### src/sv/slbm_pkg.sv
// Shared types and constants for the serial-loaded bank mapper.
package slbm_pkg;

   localparam int ADDR_W      = 16;
   localparam int VALUE_W     = 8;
   localparam int PHYS_W      = 18;
   localparam int REG_W       = 5;
   localparam int PRG_MASK_W  = 4;
   localparam int CHR_MASK_W  = 5;
   localparam int REQ_DATA_W  = 24;
   localparam int RSP_DATA_W  = 24;
   localparam int CSR_INDEX_W = 1;

   typedef enum logic [1:0] {
      KIND_WRITE = 2'd0,
      KIND_PRG   = 2'd1,
      KIND_CHR   = 2'd2,
      KIND_NONE  = 2'd3
   } kind_type;

   typedef enum logic [1:0] {
      SEL_CONTROL  = 2'd0,
      SEL_CHR_LOW  = 2'd1,
      SEL_CHR_HIGH = 2'd2,
      SEL_PRG      = 2'd3
   } reg_sel_type;

   localparam logic [CSR_INDEX_W-1:0] CSR_PRG_MASK = 1'b0;
   localparam logic [CSR_INDEX_W-1:0] CSR_CHR_MASK = 1'b1;

   localparam logic [REG_W-1:0]      CONTROL_RESET  = 5'h0C;
   localparam logic [REG_W-1:0]      PRG_MODE_BITS  = 5'h0C;
   localparam logic [REG_W-1:0]      BANK_RESET     = 5'h1F;
   localparam logic [PRG_MASK_W-1:0] PRG_MASK_RESET = 4'd7;
   localparam logic [CHR_MASK_W-1:0] CHR_MASK_RESET = 5'd1;
   localparam logic [2:0]            LAST_BIT       = 3'd4;

   typedef struct packed {
      logic [REG_W-1:0] control;
      logic [REG_W-1:0] chr_low;
      logic [REG_W-1:0] chr_high;
      logic [REG_W-1:0] prg;
   } bank_state_type;

endpackage

### src/sv/slbm_loader.sv
// Serial shift register and the four bank registers it loads.
module slbm_loader (
   input  logic                          clock,
   input  logic                          reset,
   input  logic                          process,
   input  slbm_pkg::kind_type            kind,
   input  logic [slbm_pkg::ADDR_W-1:0]   addr,
   input  logic [slbm_pkg::VALUE_W-1:0]  value,
   output slbm_pkg::bank_state_type      state,
   output logic [1:0]                    mirroring,
   output logic                          committed
);
   import slbm_pkg::*;

   logic [REG_W-1:0] shift_ff, shift_in, shift_new;
   logic [2:0]       count_ff, count_in;
   bank_state_type   bank_ff, bank_in;
   logic             commit_in;

   always_comb begin
      shift_in  = shift_ff;
      count_in  = count_ff;
      bank_in   = bank_ff;
      commit_in = 1'b0;
      shift_new = shift_ff | (REG_W'(value[0]) << count_ff);
      if (process && (kind == KIND_WRITE) && addr[15]) begin
         if (value[7]) begin
            shift_in        = '0;
            count_in        = '0;
            bank_in.control = bank_ff.control | PRG_MODE_BITS;
         end else if (count_ff >= LAST_BIT) begin
            shift_in  = '0;
            count_in  = '0;
            commit_in = 1'b1;
            unique case (reg_sel_type'(addr[14:13]))
               SEL_CONTROL:  bank_in.control  = shift_new;
               SEL_CHR_LOW:  bank_in.chr_low  = shift_new;
               SEL_CHR_HIGH: bank_in.chr_high = shift_new;
               SEL_PRG:      bank_in.prg      = shift_new;
               default:      bank_in.prg      = shift_new;
            endcase
         end else begin
            shift_in = shift_new;
            count_in = count_ff + 3'd1;
         end
      end
   end

   always_ff @(posedge clock) begin
      if (reset) begin
         shift_ff         <= '0;
         count_ff         <= '0;
         bank_ff.control  <= CONTROL_RESET;
         bank_ff.chr_low  <= BANK_RESET;
         bank_ff.chr_high <= BANK_RESET;
         bank_ff.prg      <= BANK_RESET;
      end else begin
         shift_ff <= shift_in;
         count_ff <= count_in;
         bank_ff  <= bank_in;
      end
   end

   assign state     = bank_ff;
   assign mirroring = bank_in.control[1:0];
   assign committed = commit_in;

endmodule

### src/sv/slbm_xlate.sv
// PRG and CHR address translation through the current banking.
module slbm_xlate (
   input  slbm_pkg::kind_type                kind,
   input  logic [slbm_pkg::ADDR_W-1:0]       addr,
   input  slbm_pkg::bank_state_type          state,
   input  logic [slbm_pkg::PRG_MASK_W-1:0]   prg_mask,
   input  logic [slbm_pkg::CHR_MASK_W-1:0]   chr_mask,
   output logic [slbm_pkg::PHYS_W-1:0]       phys_addr
);
   import slbm_pkg::*;

   logic [PRG_MASK_W-1:0] prg, prg_pick;
   logic [CHR_MASK_W-1:0] chr_pick;
   logic                  slot, half;

   always_comb begin
      slot = addr[14];
      half = addr[12];
      prg  = state.prg[PRG_MASK_W-1:0];
      if (!state.control[3]) begin
         prg_pick = {prg[3:1], slot};
      end else if (!state.control[2]) begin
         prg_pick = slot ? prg : '0;
      end else begin
         prg_pick = slot ? prg_mask : prg;
      end
      prg_pick = prg_pick & prg_mask;

      if (!state.control[4]) begin
         chr_pick = {state.chr_low[4:1], half};
      end else begin
         chr_pick = half ? state.chr_high : state.chr_low;
      end
      chr_pick = chr_pick & chr_mask;

      case (kind)
         KIND_PRG: phys_addr = {prg_pick, addr[13:0]};
         KIND_CHR: phys_addr = {1'b0, chr_pick, addr[11:0]};
         default:  phys_addr = '0;
      endcase
   end

endmodule

### src/sv/serial_loaded_bank_mapper_top.sv
// Top level of the serial-loaded bank mapper: request register, work, result register.
// A request waits in the request register until the result register is free.
// Throughput: one request per cycle unless stalled by rsp_tready; a two-stage pipe.
// Reset: synchronous, clears both stage valids, the shift count and the bank registers
// (control 0x0C, banks all ones) and loads the bank masks (PRG 7, CHR 1).
module serial_loaded_bank_mapper_top (
   input  logic                                clock,
   input  logic                                reset,
   input  logic                                req_tvalid,
   output logic                                req_tready,
   input  logic [slbm_pkg::REQ_DATA_W-1:0]     req_tdata,  // addr[15:0], value[23:16]
   input  logic [1:0]                          req_tuser,  // kind[1:0]
   output logic                                rsp_tvalid,
   input  logic                                rsp_tready,
   output logic [slbm_pkg::RSP_DATA_W-1:0]     rsp_tdata,  // phys_addr[17:0], mirroring[19:18],
                                                           // committed[20], zero[23:21]
   input  logic                                csr_we,
   input  logic [slbm_pkg::CSR_INDEX_W-1:0]    csr_index,
   input  logic [slbm_pkg::CHR_MASK_W-1:0]     csr_wdata
);
   import slbm_pkg::*;

   logic                  stage_valid_ff, stage_valid_in;
   kind_type              kind_ff;
   logic [ADDR_W-1:0]     addr_ff;
   logic [VALUE_W-1:0]    value_ff;
   logic                  out_valid_ff, out_valid_in;
   logic [PHYS_W-1:0]     phys_ff;
   logic [1:0]            mirror_ff;
   logic                  commit_ff;
   logic [PRG_MASK_W-1:0] prg_mask_ff;
   logic [CHR_MASK_W-1:0] chr_mask_ff;

   logic                  out_ready, process, accept;
   bank_state_type        state;
   logic [1:0]            mirroring;
   logic                  committed;
   logic [PHYS_W-1:0]     phys_addr;

   assign out_ready      = !out_valid_ff || rsp_tready;
   assign req_tready     = !stage_valid_ff || out_ready;
   assign accept         = req_tvalid && req_tready;
   assign process        = stage_valid_ff && out_ready;
   assign stage_valid_in = accept || (stage_valid_ff && !out_ready);
   assign out_valid_in   = process || (out_valid_ff && !rsp_tready);

   slbm_loader u_loader (
      .clock     (clock),
      .reset     (reset),
      .process   (process),
      .kind      (kind_ff),
      .addr      (addr_ff),
      .value     (value_ff),
      .state     (state),
      .mirroring (mirroring),
      .committed (committed)
   );

   slbm_xlate u_xlate (
      .kind      (kind_ff),
      .addr      (addr_ff),
      .state     (state),
      .prg_mask  (prg_mask_ff),
      .chr_mask  (chr_mask_ff),
      .phys_addr (phys_addr)
   );

   always_ff @(posedge clock) begin
      if (reset) begin
         stage_valid_ff <= 1'b0;
         out_valid_ff   <= 1'b0;
         prg_mask_ff    <= PRG_MASK_RESET;
         chr_mask_ff    <= CHR_MASK_RESET;
      end else begin
         stage_valid_ff <= stage_valid_in;
         out_valid_ff   <= out_valid_in;
         if (csr_we) begin
            unique case (csr_index)
               CSR_PRG_MASK: prg_mask_ff <= csr_wdata[PRG_MASK_W-1:0];
               CSR_CHR_MASK: chr_mask_ff <= csr_wdata;
               default:      chr_mask_ff <= csr_wdata;
            endcase
         end
      end
   end

   always_ff @(posedge clock) begin
      if (accept) begin
         kind_ff  <= kind_type'(req_tuser);
         addr_ff  <= req_tdata[ADDR_W-1:0];
         value_ff <= req_tdata[ADDR_W +: VALUE_W];
      end
      if (process) begin
         phys_ff   <= phys_addr;
         mirror_ff <= mirroring;
         commit_ff <= committed;
      end
   end

   assign rsp_tvalid = out_valid_ff;
   assign rsp_tdata  = {3'b000, commit_ff, mirror_ff, phys_ff};

endmodule

### config.mk
export PLATFORM = sky130hd
export DESIGN_NAME = serial_loaded_bank_mapper_top
export DESIGN_NICKNAME = d
export VERILOG_FILES = /design/src/sv/slbm_pkg.sv /design/src/sv/slbm_loader.sv /design/src/sv/slbm_xlate.sv /design/src/sv/serial_loaded_bank_mapper_top.sv
export SDC_FILE = /design/constraint.sdc
export NUM_CORES = 1
export LEC_CHECK = 0
export BUFFER_PORTS_ARGS = -buffer_cell sky130_fd_sc_hd__buf_4
export CAP_MARGIN = 20
export CORE_MARGIN = 5
export CORE_UTILIZATION = 33
export CTS_CLUSTER_DIAMETER = 50
export DETAILED_ROUTE_END_ITERATION = 7
export SLEW_MARGIN = 20
export SYNTH_ARGS = -nofsm -noshare
export SYNTH_HDL_FRONTEND = slang
export SYNTH_SLANG_ARGS = --single-unit
export TNS_END_PERCENT = 10
### constraint.sdc
create_clock -name clock -period 2.49 [get_ports clock]
set_input_delay 0.498 -clock clock [delete_from_list [all_inputs] [get_ports clock]]
set_output_delay 0.498 -clock clock [all_outputs]
set_load 0.05 [all_outputs]
[After elaboration in Yosys (flattened, before gate mapping)]
Cells that the tools add are included.
Word-level totals
  register bits: 86
  bits of input ports: 37
  output and inout bits: 26
  word-level logic and storage cells: 78
Cells by class
  add/sub/neg operators: 1
  magnitude comparators: 1
  equality and inequality tests: 5
  shift operators: 1
  mux-type cells: 20
  bitwise operators: 6
  reductions and logical operators: 26
Operator list (number)
  18-bit one-hot mux with 2 select lines: 1
  5-bit 2-to-1 mux: 7
  4-bit 2-to-1 mux: 6
  19-bit 2-to-1 mux: 1
  17-bit 2-to-1 mux: 1
  4-bit AND reduction: 4
  15-bit 2-to-1 mux: 1
  2-bit equality test (second input constant): 3
  1-bit logical AND: 6
  3-bit 2-to-1 mux: 2
  5-bit bitwise AND: 1
  5-bit bitwise OR: 1
  1-bit by 3-bit left shift with 5-bit output: 1
  4-bit bitwise AND: 1
  2-bit by 1-bit equality test with 1-bit output (second input constant): 2
  1-bit logical NOT: 4
  2-bit logical NOT: 2
  1-bit logical OR: 4
  2-bit AND reduction: 2
  2-bit nonzero test: 2
  3-bit by 1-bit adder with 3-bit output (second input constant): 1
  3-bit >= comparator (second input constant): 1
  1-bit inverter: 3
  3-bit AND reduction: 1
  other kinds (2): 2

[Logic depth before layout (Yosys ltp)]
Gate-level depths: netlist of the first run.
  word-level depth: 7
  gate-level depth with buffers: 6
  gate-level depth less buffers: 5

[Modules after synthesis]
Synthesis of the first run repeated with hierarchy kept, for this count alone.
Second synthesis, totals
  cell total of the unflattened synthesis: 282
  area, all modules: 3479.6 µm²
By module, submodules not included
  serial_loaded_bank_mapper_top: times used 1, cells an instance 102, area each 1931.9 µm², seq. area each 1631.6 µm²
  slbm_loader: times used 1, cells an instance 127, area each 1214.9 µm², seq. area each 560.5 µm²
  slbm_xlate: times used 1, cells an instance 53, area each 332.8 µm², seq. area each 0.0 µm²

[Worst setup path before layout of the first run]
Ideal clock, no wire load.
  kind: register -> register
  start point: reg out_valid_ff, in the netlist rsp_tvalid
  end point: reg addr_ff[0] (enable)
  arrival: 1816 ps
  required time: 2112 ps
  slack: 295 ps
  cell stages (with the launch flop): 5
  cells stage by stage: dfxtp_1 -> nor2b_1 -> buf_2 -> nand2_1 -> and2_1
On the way
  cells in the longest elaborated chain, start to end: 4
Ends and longest elaborated chain
  from (decl): line serial_loaded_bank_mapper_top.sv:27  | logic out_valid_ff, out_valid_in;
  from (signal assigned): line serial_loaded_bank_mapper_top.sv:76  | out_valid_ff <= out_valid_in;
  1-bit logical NOT: line serial_loaded_bank_mapper_top.sv:40  | assign out_ready = !out_valid_ff || rsp_tready;
  1-bit logical OR: line serial_loaded_bank_mapper_top.sv:40
  1-bit logical OR: line serial_loaded_bank_mapper_top.sv:41  | assign req_tready = !stage_valid_ff || out_ready;
  via req_tready: line serial_loaded_bank_mapper_top.sv:10  | output logic req_tready,
  1-bit logical AND: line serial_loaded_bank_mapper_top.sv:42  | assign accept = req_tvalid && req_tready;
  via accept: line serial_loaded_bank_mapper_top.sv:34  | logic out_ready, process, accept;
  to (signal assigned): line serial_loaded_bank_mapper_top.sv:90  | addr_ff <= req_tdata[ADDR_W-1:0];
  to (decl): line serial_loaded_bank_mapper_top.sv:25  | logic [ADDR_W-1:0] addr_ff;
The timed path passes the listed nets, and every way through them passes these cells.
A chain may end at the register's enable or synchronous reset.

[Final worst setup path of the first run]
  start point: reg out_valid_ff, in the netlist rsp_tvalid
  end point: out req_tready
On the way
  cells in the longest elaborated chain, start to end: 3
Ends and longest elaborated chain (line)
  1-bit logical NOT: serial_loaded_bank_mapper_top.sv:40
  1-bit logical OR: serial_loaded_bank_mapper_top.sv:40
  1-bit logical OR: serial_loaded_bank_mapper_top.sv:41
  to (decl): serial_loaded_bank_mapper_top.sv:10
No other way between the ends.

==> results.md, run 1 <==
* Core Util, Final at 0.4131
* Wirelength, routed at 6953 um
* Fmax at 0.5521 GHz
* Syn_area_per_cell at 11.60 sq um
* Seq/Total Area, Yosys at 0.6023
* Register Area at 1992 sq um
* Post-DR vias/cell at 4.740
* Worst Clk Skew at 4.906 ps
* Startpoint types: flop
* Worst stage delay on the critical path at 350 ps
* Number of buffers and inverters on the critical path at 2
* WL/cell at 14.58 um
* Most used cell, CP: buf_4
* DRC viols at 0
* Worst slew pin tran at 555.4 ps
* Total negative slack at 0 ps
* Via Count at 2261
* Critical Path RT at 1990 ps
* Outcome: complete, no violations
* Arrival @ worst endpoint at 1310 ps
* Critical-path cell with the highest stage delay: dfxtp_1
* R2R setup slack at 710 ps
* Setup Crit Path Kind: flop to output port
* Dominant cells by area after synthesis: edfxtp_1 37%, dfxtp_1 23%, mux2i_1 6.4%
* Num CTS Buffers at 9
* Worst hold slack at 316.8 ps
* R2r endpoint: mirror_ff[0]
* Final Hold Viols at 0
* Layout area overhead at 22.10%
* Yosys top cell by area: edfxtp_1
* Die area at 12120 sq um
* Slew Limit Fails at 0
* Hold Path Origin: req_tdata[1]
* Cell variety after synth at 41
* Port Buffer Count at 53
* Clock Sinks at 79
* Synth warn at 0
* Area used by multi-input combinational logic at 1204 sq um
* GPL Wtd Cong at 0.7417
* Pwr Density at 651.3 nW/um^2
* Worst slew margin at 0.6257
* First-pass GRT wire length at 11030 um
* Worst Hold Class: primary input to flop
* Critical path peak fanout at 8
* Final worst path period share at 0.7274
* Initial antenna violation count at 0
* Overflow after GRT at 0
* Initial drt markers at 131
* Initial core utilization at 0.3383
* Dominant synthesized flop cell: edfxtp_1
* Core ar. at 9774 sq um
* Net count, final at 381
* Leak at 1.601 nW
* Clock-pin slew on the worst setup and hold paths at 80 ps
* Root Driver: clkbuf_8
* RSZ-0062 raised after global routing: false
* Yosys reg bits at 79
* PostCTS Resize Cnt at 0
* Async S/R FF share, synth at 0
* Worst reg-to-reg path cell count at 6
* Width of the die at 110.1 um
* Top delay family on crit path: buffers and inverters
* Largest net degree at the start of global routing at 38
* Hold buffer count at CTS at 0
* Hold Path Depth at 1
* Clk buf depth at 2
* Top-area cell type share of the netlist area at 0.3723
* CTS tree: done
* Cell chain of the critical path: nor2b_1, buf_4, nand2_1, buf_4
* Post-DP HPWL at 5005 um
* Post-synthesis cell area at 3307 sq um
* Vias in the first global route at 2176
* Worst R2R Start: kind_ff[0]
* Peak VDD IR at 0.2296 mV
* Post-synth EDFFs at 41
* Clock period minus final worst setup slack at 1811 ps
* Cell count after synthesis at 285
* GRT Total Usage at 0.1214
* Filler cells at 959
* Setup Buffers After CTS at 0
* Die Y at 110.1 um
* Num ports at 63
* Final ANT Viol Nets at 0
* Crit. End Element: output port
* Initial DRT Pass Iterations at 4
* Clk Latency, worst-skew pair at 350 ps
* Placement row count at 36
* Final Setup Violations at 0
* H-tree depth at 3
* Max cap viols at 0
* Hold Path End: addr_ff[1]
* Ant. Diodes at 0
* Fraction of layout cells with a size suffix above 1 at 0.2413
-- kinds of logic (layout without fill, tap and decap cells) --
group / count (synthesis) / count (layout) / synth area share
AOI/OAI and AO/OA: 43 / 43 / 0.08929
DFF: 79 / 79 / 0.6023
other: 1 / 3 / 0.001134
and+or+nand+nor: 110 / 110 / 0.1880
adders and majority gates: 5 / 5 / 0.01892
muxes: 21 / 21 / 0.06356
buffers and inverters: 26 / 83 / 0.03670
-- per-layer routing --
metal,track usage,part of all wire
met2,0.1815,0.48
met5,0,0
met3,0.04892,0.055
met1,0.1636,0.46
met4,0.03166,0.0076
-- worst max path at each step --
stage | slack, ps | cells after the start | from | endpoint
detailed placement | 730 | 6 | kind_ff[0] | mirror_ff[0]
CTS | 640 | 4 | rsp_tvalid | req_tready
global placement | 740 | 6 | kind_ff[0] | mirror_ff[0]
floorplan | 300 | 4 | rsp_tvalid | addr_ff[0]
finish | 680 | 4 | rsp_tvalid | req_tready
global route | 560 | 4 | rsp_tvalid | req_tready
-- worst register-to-register path, cell delays in order, from the launching register on --
cell and delay (ps):
edfxtp_1 400, inv_1 90, ha_1 250, and2_1 150, buf_4 180, and4_1 350
a21oi_1 110
-- sequential cells by signal, summed over array words and instances, names as in the netlist, 2 cells and up --
| name | count |
|---|---|
| u_loader.state | 19 |
| phys_ff | 18 |
| addr_ff | 16 |
| chr_mask_ff | 5 |
| u_loader.shift_ff | 5 |
| prg_mask_ff | 4 |
| u_loader.count_ff | 3 |
| kind_ff | 2 |
| mirror_ff | 2 |
| value_ff | 2 |
-- cell usage after synthesis, types with 2 or more instances --
cell type	number
edfxtp_1	41
dfxtp_1	38
nor2_1	30
mux2i_1	21
nand2_1	18
a21oi_1	16
and2_1	15
nand3_1	12
clkbuf_1	8
a41oi_1	7
buf_2	7
inv_1	7
nor3_1	7
ha_1	5
nor2b_1	5
buf_4	4
nand2b_1	4
a211oi_1	3
nand4_1	3
nor3b_1	3
nor4bb_1	3
o31ai_1	3
a22oi_1	2
nand4_2	2
nor4b_4	2
o211ai_1	2
o21ai_0	2
o22ai_1	2
-- metrics by stage --
step	std cells	instance area [sq um]	setup slack [ps]	total power, mW
6_report	477	4038	678.8	2.630
4_1_cts	477	4038	644.3	2.662
2_1_floorplan	287	3314	295.3	1.625
3_5_place_dp	461	3839	734.8	1.720
5_1_grt	477	4038	561.4	2.741
3_3_place_gp	461	3839	741.8	1.717
-- layout by cell type, fill, tap and decap left out, drive strengths merged, types with 2 or more instances in the layout --
| master | instances |
|---|---|
| clkinvlp | 3 |
| a21oi | 16 |
| o22ai | 2 |
| nand3 | 12 |
| nor3 | 7 |
| and2 | 16 |
| nor2 | 30 |
| nor3b | 3 |
| nand2 | 18 |
| mux2i | 21 |
| nor2b | 5 |
| nor4b | 3 |
| o31ai | 3 |
| a41oi | 7 |
| a211oi | 3 |
| dfxtp | 38 |
| o21ai | 2 |
| inv | 7 |
| clkbuf | 11 |
| edfxtp | 41 |
| nor4bb | 3 |
| nand2b | 4 |
| a22oi | 2 |
| nand4 | 5 |
| o211ai | 2 |
| conb | 3 |
| buf | 60 |
| and4b | 2 |
| ha | 5 |
-- final cells by class --
cell class | instances | area share
clock buffers | 11 | 0.03502
multi-input cells | 182 | 0.2981
repair buffers | 60 | 0.1116
well taps | 133 | 0.04121
flip-flops and latches | 79 | 0.4933
inverters | 7 | 0.006508
clock inverters | 5 | 0.01425
-- power breakdown --
part / total [mW] / switching, mW / internal (mW) / leakage (nW)
clock: 0.941 / 0.453 / 0.488 / 0.0916
combinational: 0.249 / 0.161 / 0.0887 / 0.798
sequential: 1.44 / 0.0225 / 1.42 / 0.712
No activity file was read; power rests on OpenSTA's default activity.
==> run 2: changes to the inputs <==
Clock period 2.49 ns to 1.8 ns, I/O delays scaled along.
==> run 2 against run 1 <==
  * Core utilization grew 0.78 points
  * Via count increased by 1.8%
  * Die area unchanged
  * Hold slack worse by 130 ps
  * Highest routed layer unchanged
==> results.md, run 2 (synthesized netlist as in run 1, its figures left out) <==
* Final Setup Violations at 0
* Hold Path Depth at 1
* Num CTS Buffers at 9
* Startpoint types: flop
* Via Count at 2302
* Setup Crit Path Kind: flop to output port
* Worst R2R Start: kind_ff[0]
* Clock period minus final worst setup slack at 1697 ps
* Die Y at 110.1 um
* Core ar. at 9774 sq um
* H-tree depth at 3
* Critical Path RT at 1440 ps
* Setup ws final at 103.0 ps
* Ant. Diodes at 0
* Slew Limit Fails at 0
* Net count, final at 386
* Port Buffer Count at 53
* Overflow after GRT at 0
* Peak VDD IR at 0.3323 mV
* Internal at 2.872 mW
* Wirelength, routed at 6997 um
* Commonest cells after routing, fill and taps aside: 65 x buf_4, 41 x edfxtp_1, 37 x dfxtp_1
* Worst slew margin at 0.5698
* Most common cell after layout, fill and taps aside: buf_4
* Root Driver: clkbuf_8
* Outcome: complete, no violations
* Worst Clk Skew at 7.803 ps
* Hold buffer count at CTS at 0
* Clk buf depth at 2
* Post-DR vias/cell at 4.776
* Clock-pin slew on the worst setup and hold paths at 80 ps
* Post-DP HPWL at 5029 um
* CTS tree: done
* Fmax at 0.5893 GHz
* Sequential power share at 0.531
* Clock Sinks at 79
* GPL Wtd Cong at 0.7754
* WL/cell at 14.52 um
* Dpl ws at 15.64 ps
* Crit. End Element: output port
* Vias in the first global route at 2235
* Worst Hold Class: primary input to flop
* DRC viols at 0
* Total negative slack at 0 ps
* Worst slew pin tran at 643.8 ps
* Final worst path period share at 0.9428
* Clk Latency, worst-skew pair at 340 ps
* First-pass GRT wire length at 11170 um
* Width of the die at 110.1 um
* Largest net degree at the start of global routing at 38
* Max reg flops at 19
* R2R setup slack at 110 ps
* Initial DRT Pass Iterations at 4
* Layout area overhead at 24.40%
* Placement row count at 36
* Initial drt markers at 143
* Die area at 12120 sq um
* Final Hold Viols at 0
* Critical path origin: rsp_tvalid
* Arrival @ worst endpoint at 1340 ps
* Power share of the clock group at 0.374
* Leak at 1.647 nW
* Hold Path Origin: req_tdata[3]
* Sw Share at 0.2333
* Critical path peak fanout at 7
* Register Area at 1993 sq um
* Area used by multi-input combinational logic at 1226 sq um
* R2r endpoint: u_loader.state[1]
* Fraction of layout cells with a size suffix above 1 at 0.2607
* Pwr Density at 910.4 nW/um^2
* Num ports at 63
* Worst reg-to-reg path cell count at 6
* Logic gate share of total power at 0.095
* Filler cells at 935
* Psw at 873.8 uW
* Hold Path End: addr_ff[3]
* GRT Total Usage at 0.1223
* Initial core utilization at 0.3383
* Max cap viols at 0
* Initial antenna violation count at 0
* RSZ-0062 raised after global routing: false
* Final ANT Viol Nets at 0
-- run 2: critical path: stages (launching register included) --
cell and delay (ps):
dfxtp_2 340, nor2b_2 200, buf_4 210, nand2_2 70
buf_4 190
-- run 2: repair_timing --
item	4_1_cts	5_1_grt
endpoints found under the hold margin	0	0
gates resized for setup	0	2
setup endpoints to repair	0	10
setup buffers	0	1
-- run 2: metrics by stage --
stage	instances	utilization	power, mW	instance area [sq um]	hold slack (ps)
finish	482	0.4209	3.745	4114	186.8
global route	482	0.4209	3.913	4114	153.7
CTS	481	0.4182	3.793	4088	167.5
detailed placement	465	0.3963	2.384	3874	439.8
global placement	465	0.3963	2.378	3874	435.6
floorplan	287	-	2.249	3322	422.6
-- run 2: power by group through the flow --
stage	Sequential, mW	Clock, mW	Combinational (mW)
2_1_floorplan	2.09	0	0.155
3_3_place_gp	2.03	0	0.348
3_5_place_dp	2.03	0	0.352
4_1_cts	1.99	1.45	0.354
5_1_grt	2.00	1.53	0.384
6_report	1.99	1.40	0.355
-- run 2: area by class of cell --
| type | count | share of cell area |
|---|---|---|
| inverter | 7 | 0.006387 |
| clock buffer | 11 | 0.03193 |
| sequential | 79 | 0.4845 |
| timing repair buffer | 65 | 0.1186 |
| multi-input combinational | 182 | 0.2981 |
| tap | 133 | 0.04045 |
| clock inverter | 5 | 0.02007 |
-- run 2: metal layers --
| metal | GRT usage | share of wire |
|---|---|---|
| met1 | 0.1573 | 0.46 |
| met4 | 0.04749 | 0.011 |
| met2 | 0.1941 | 0.49 |
| met3 | 0.03611 | 0.045 |
| met5 | 0 | 0 |
-- run 2: worst max path at each step --
stage	slack, ps	end
after detailed placement	20	phys_ff[13]
after global placement	40	phys_ff[13]
after floorplan	80	addr_ff[0]
after CTS	9	u_loader.state[3]
final	100	req_tready
after global routing	4	req_tready
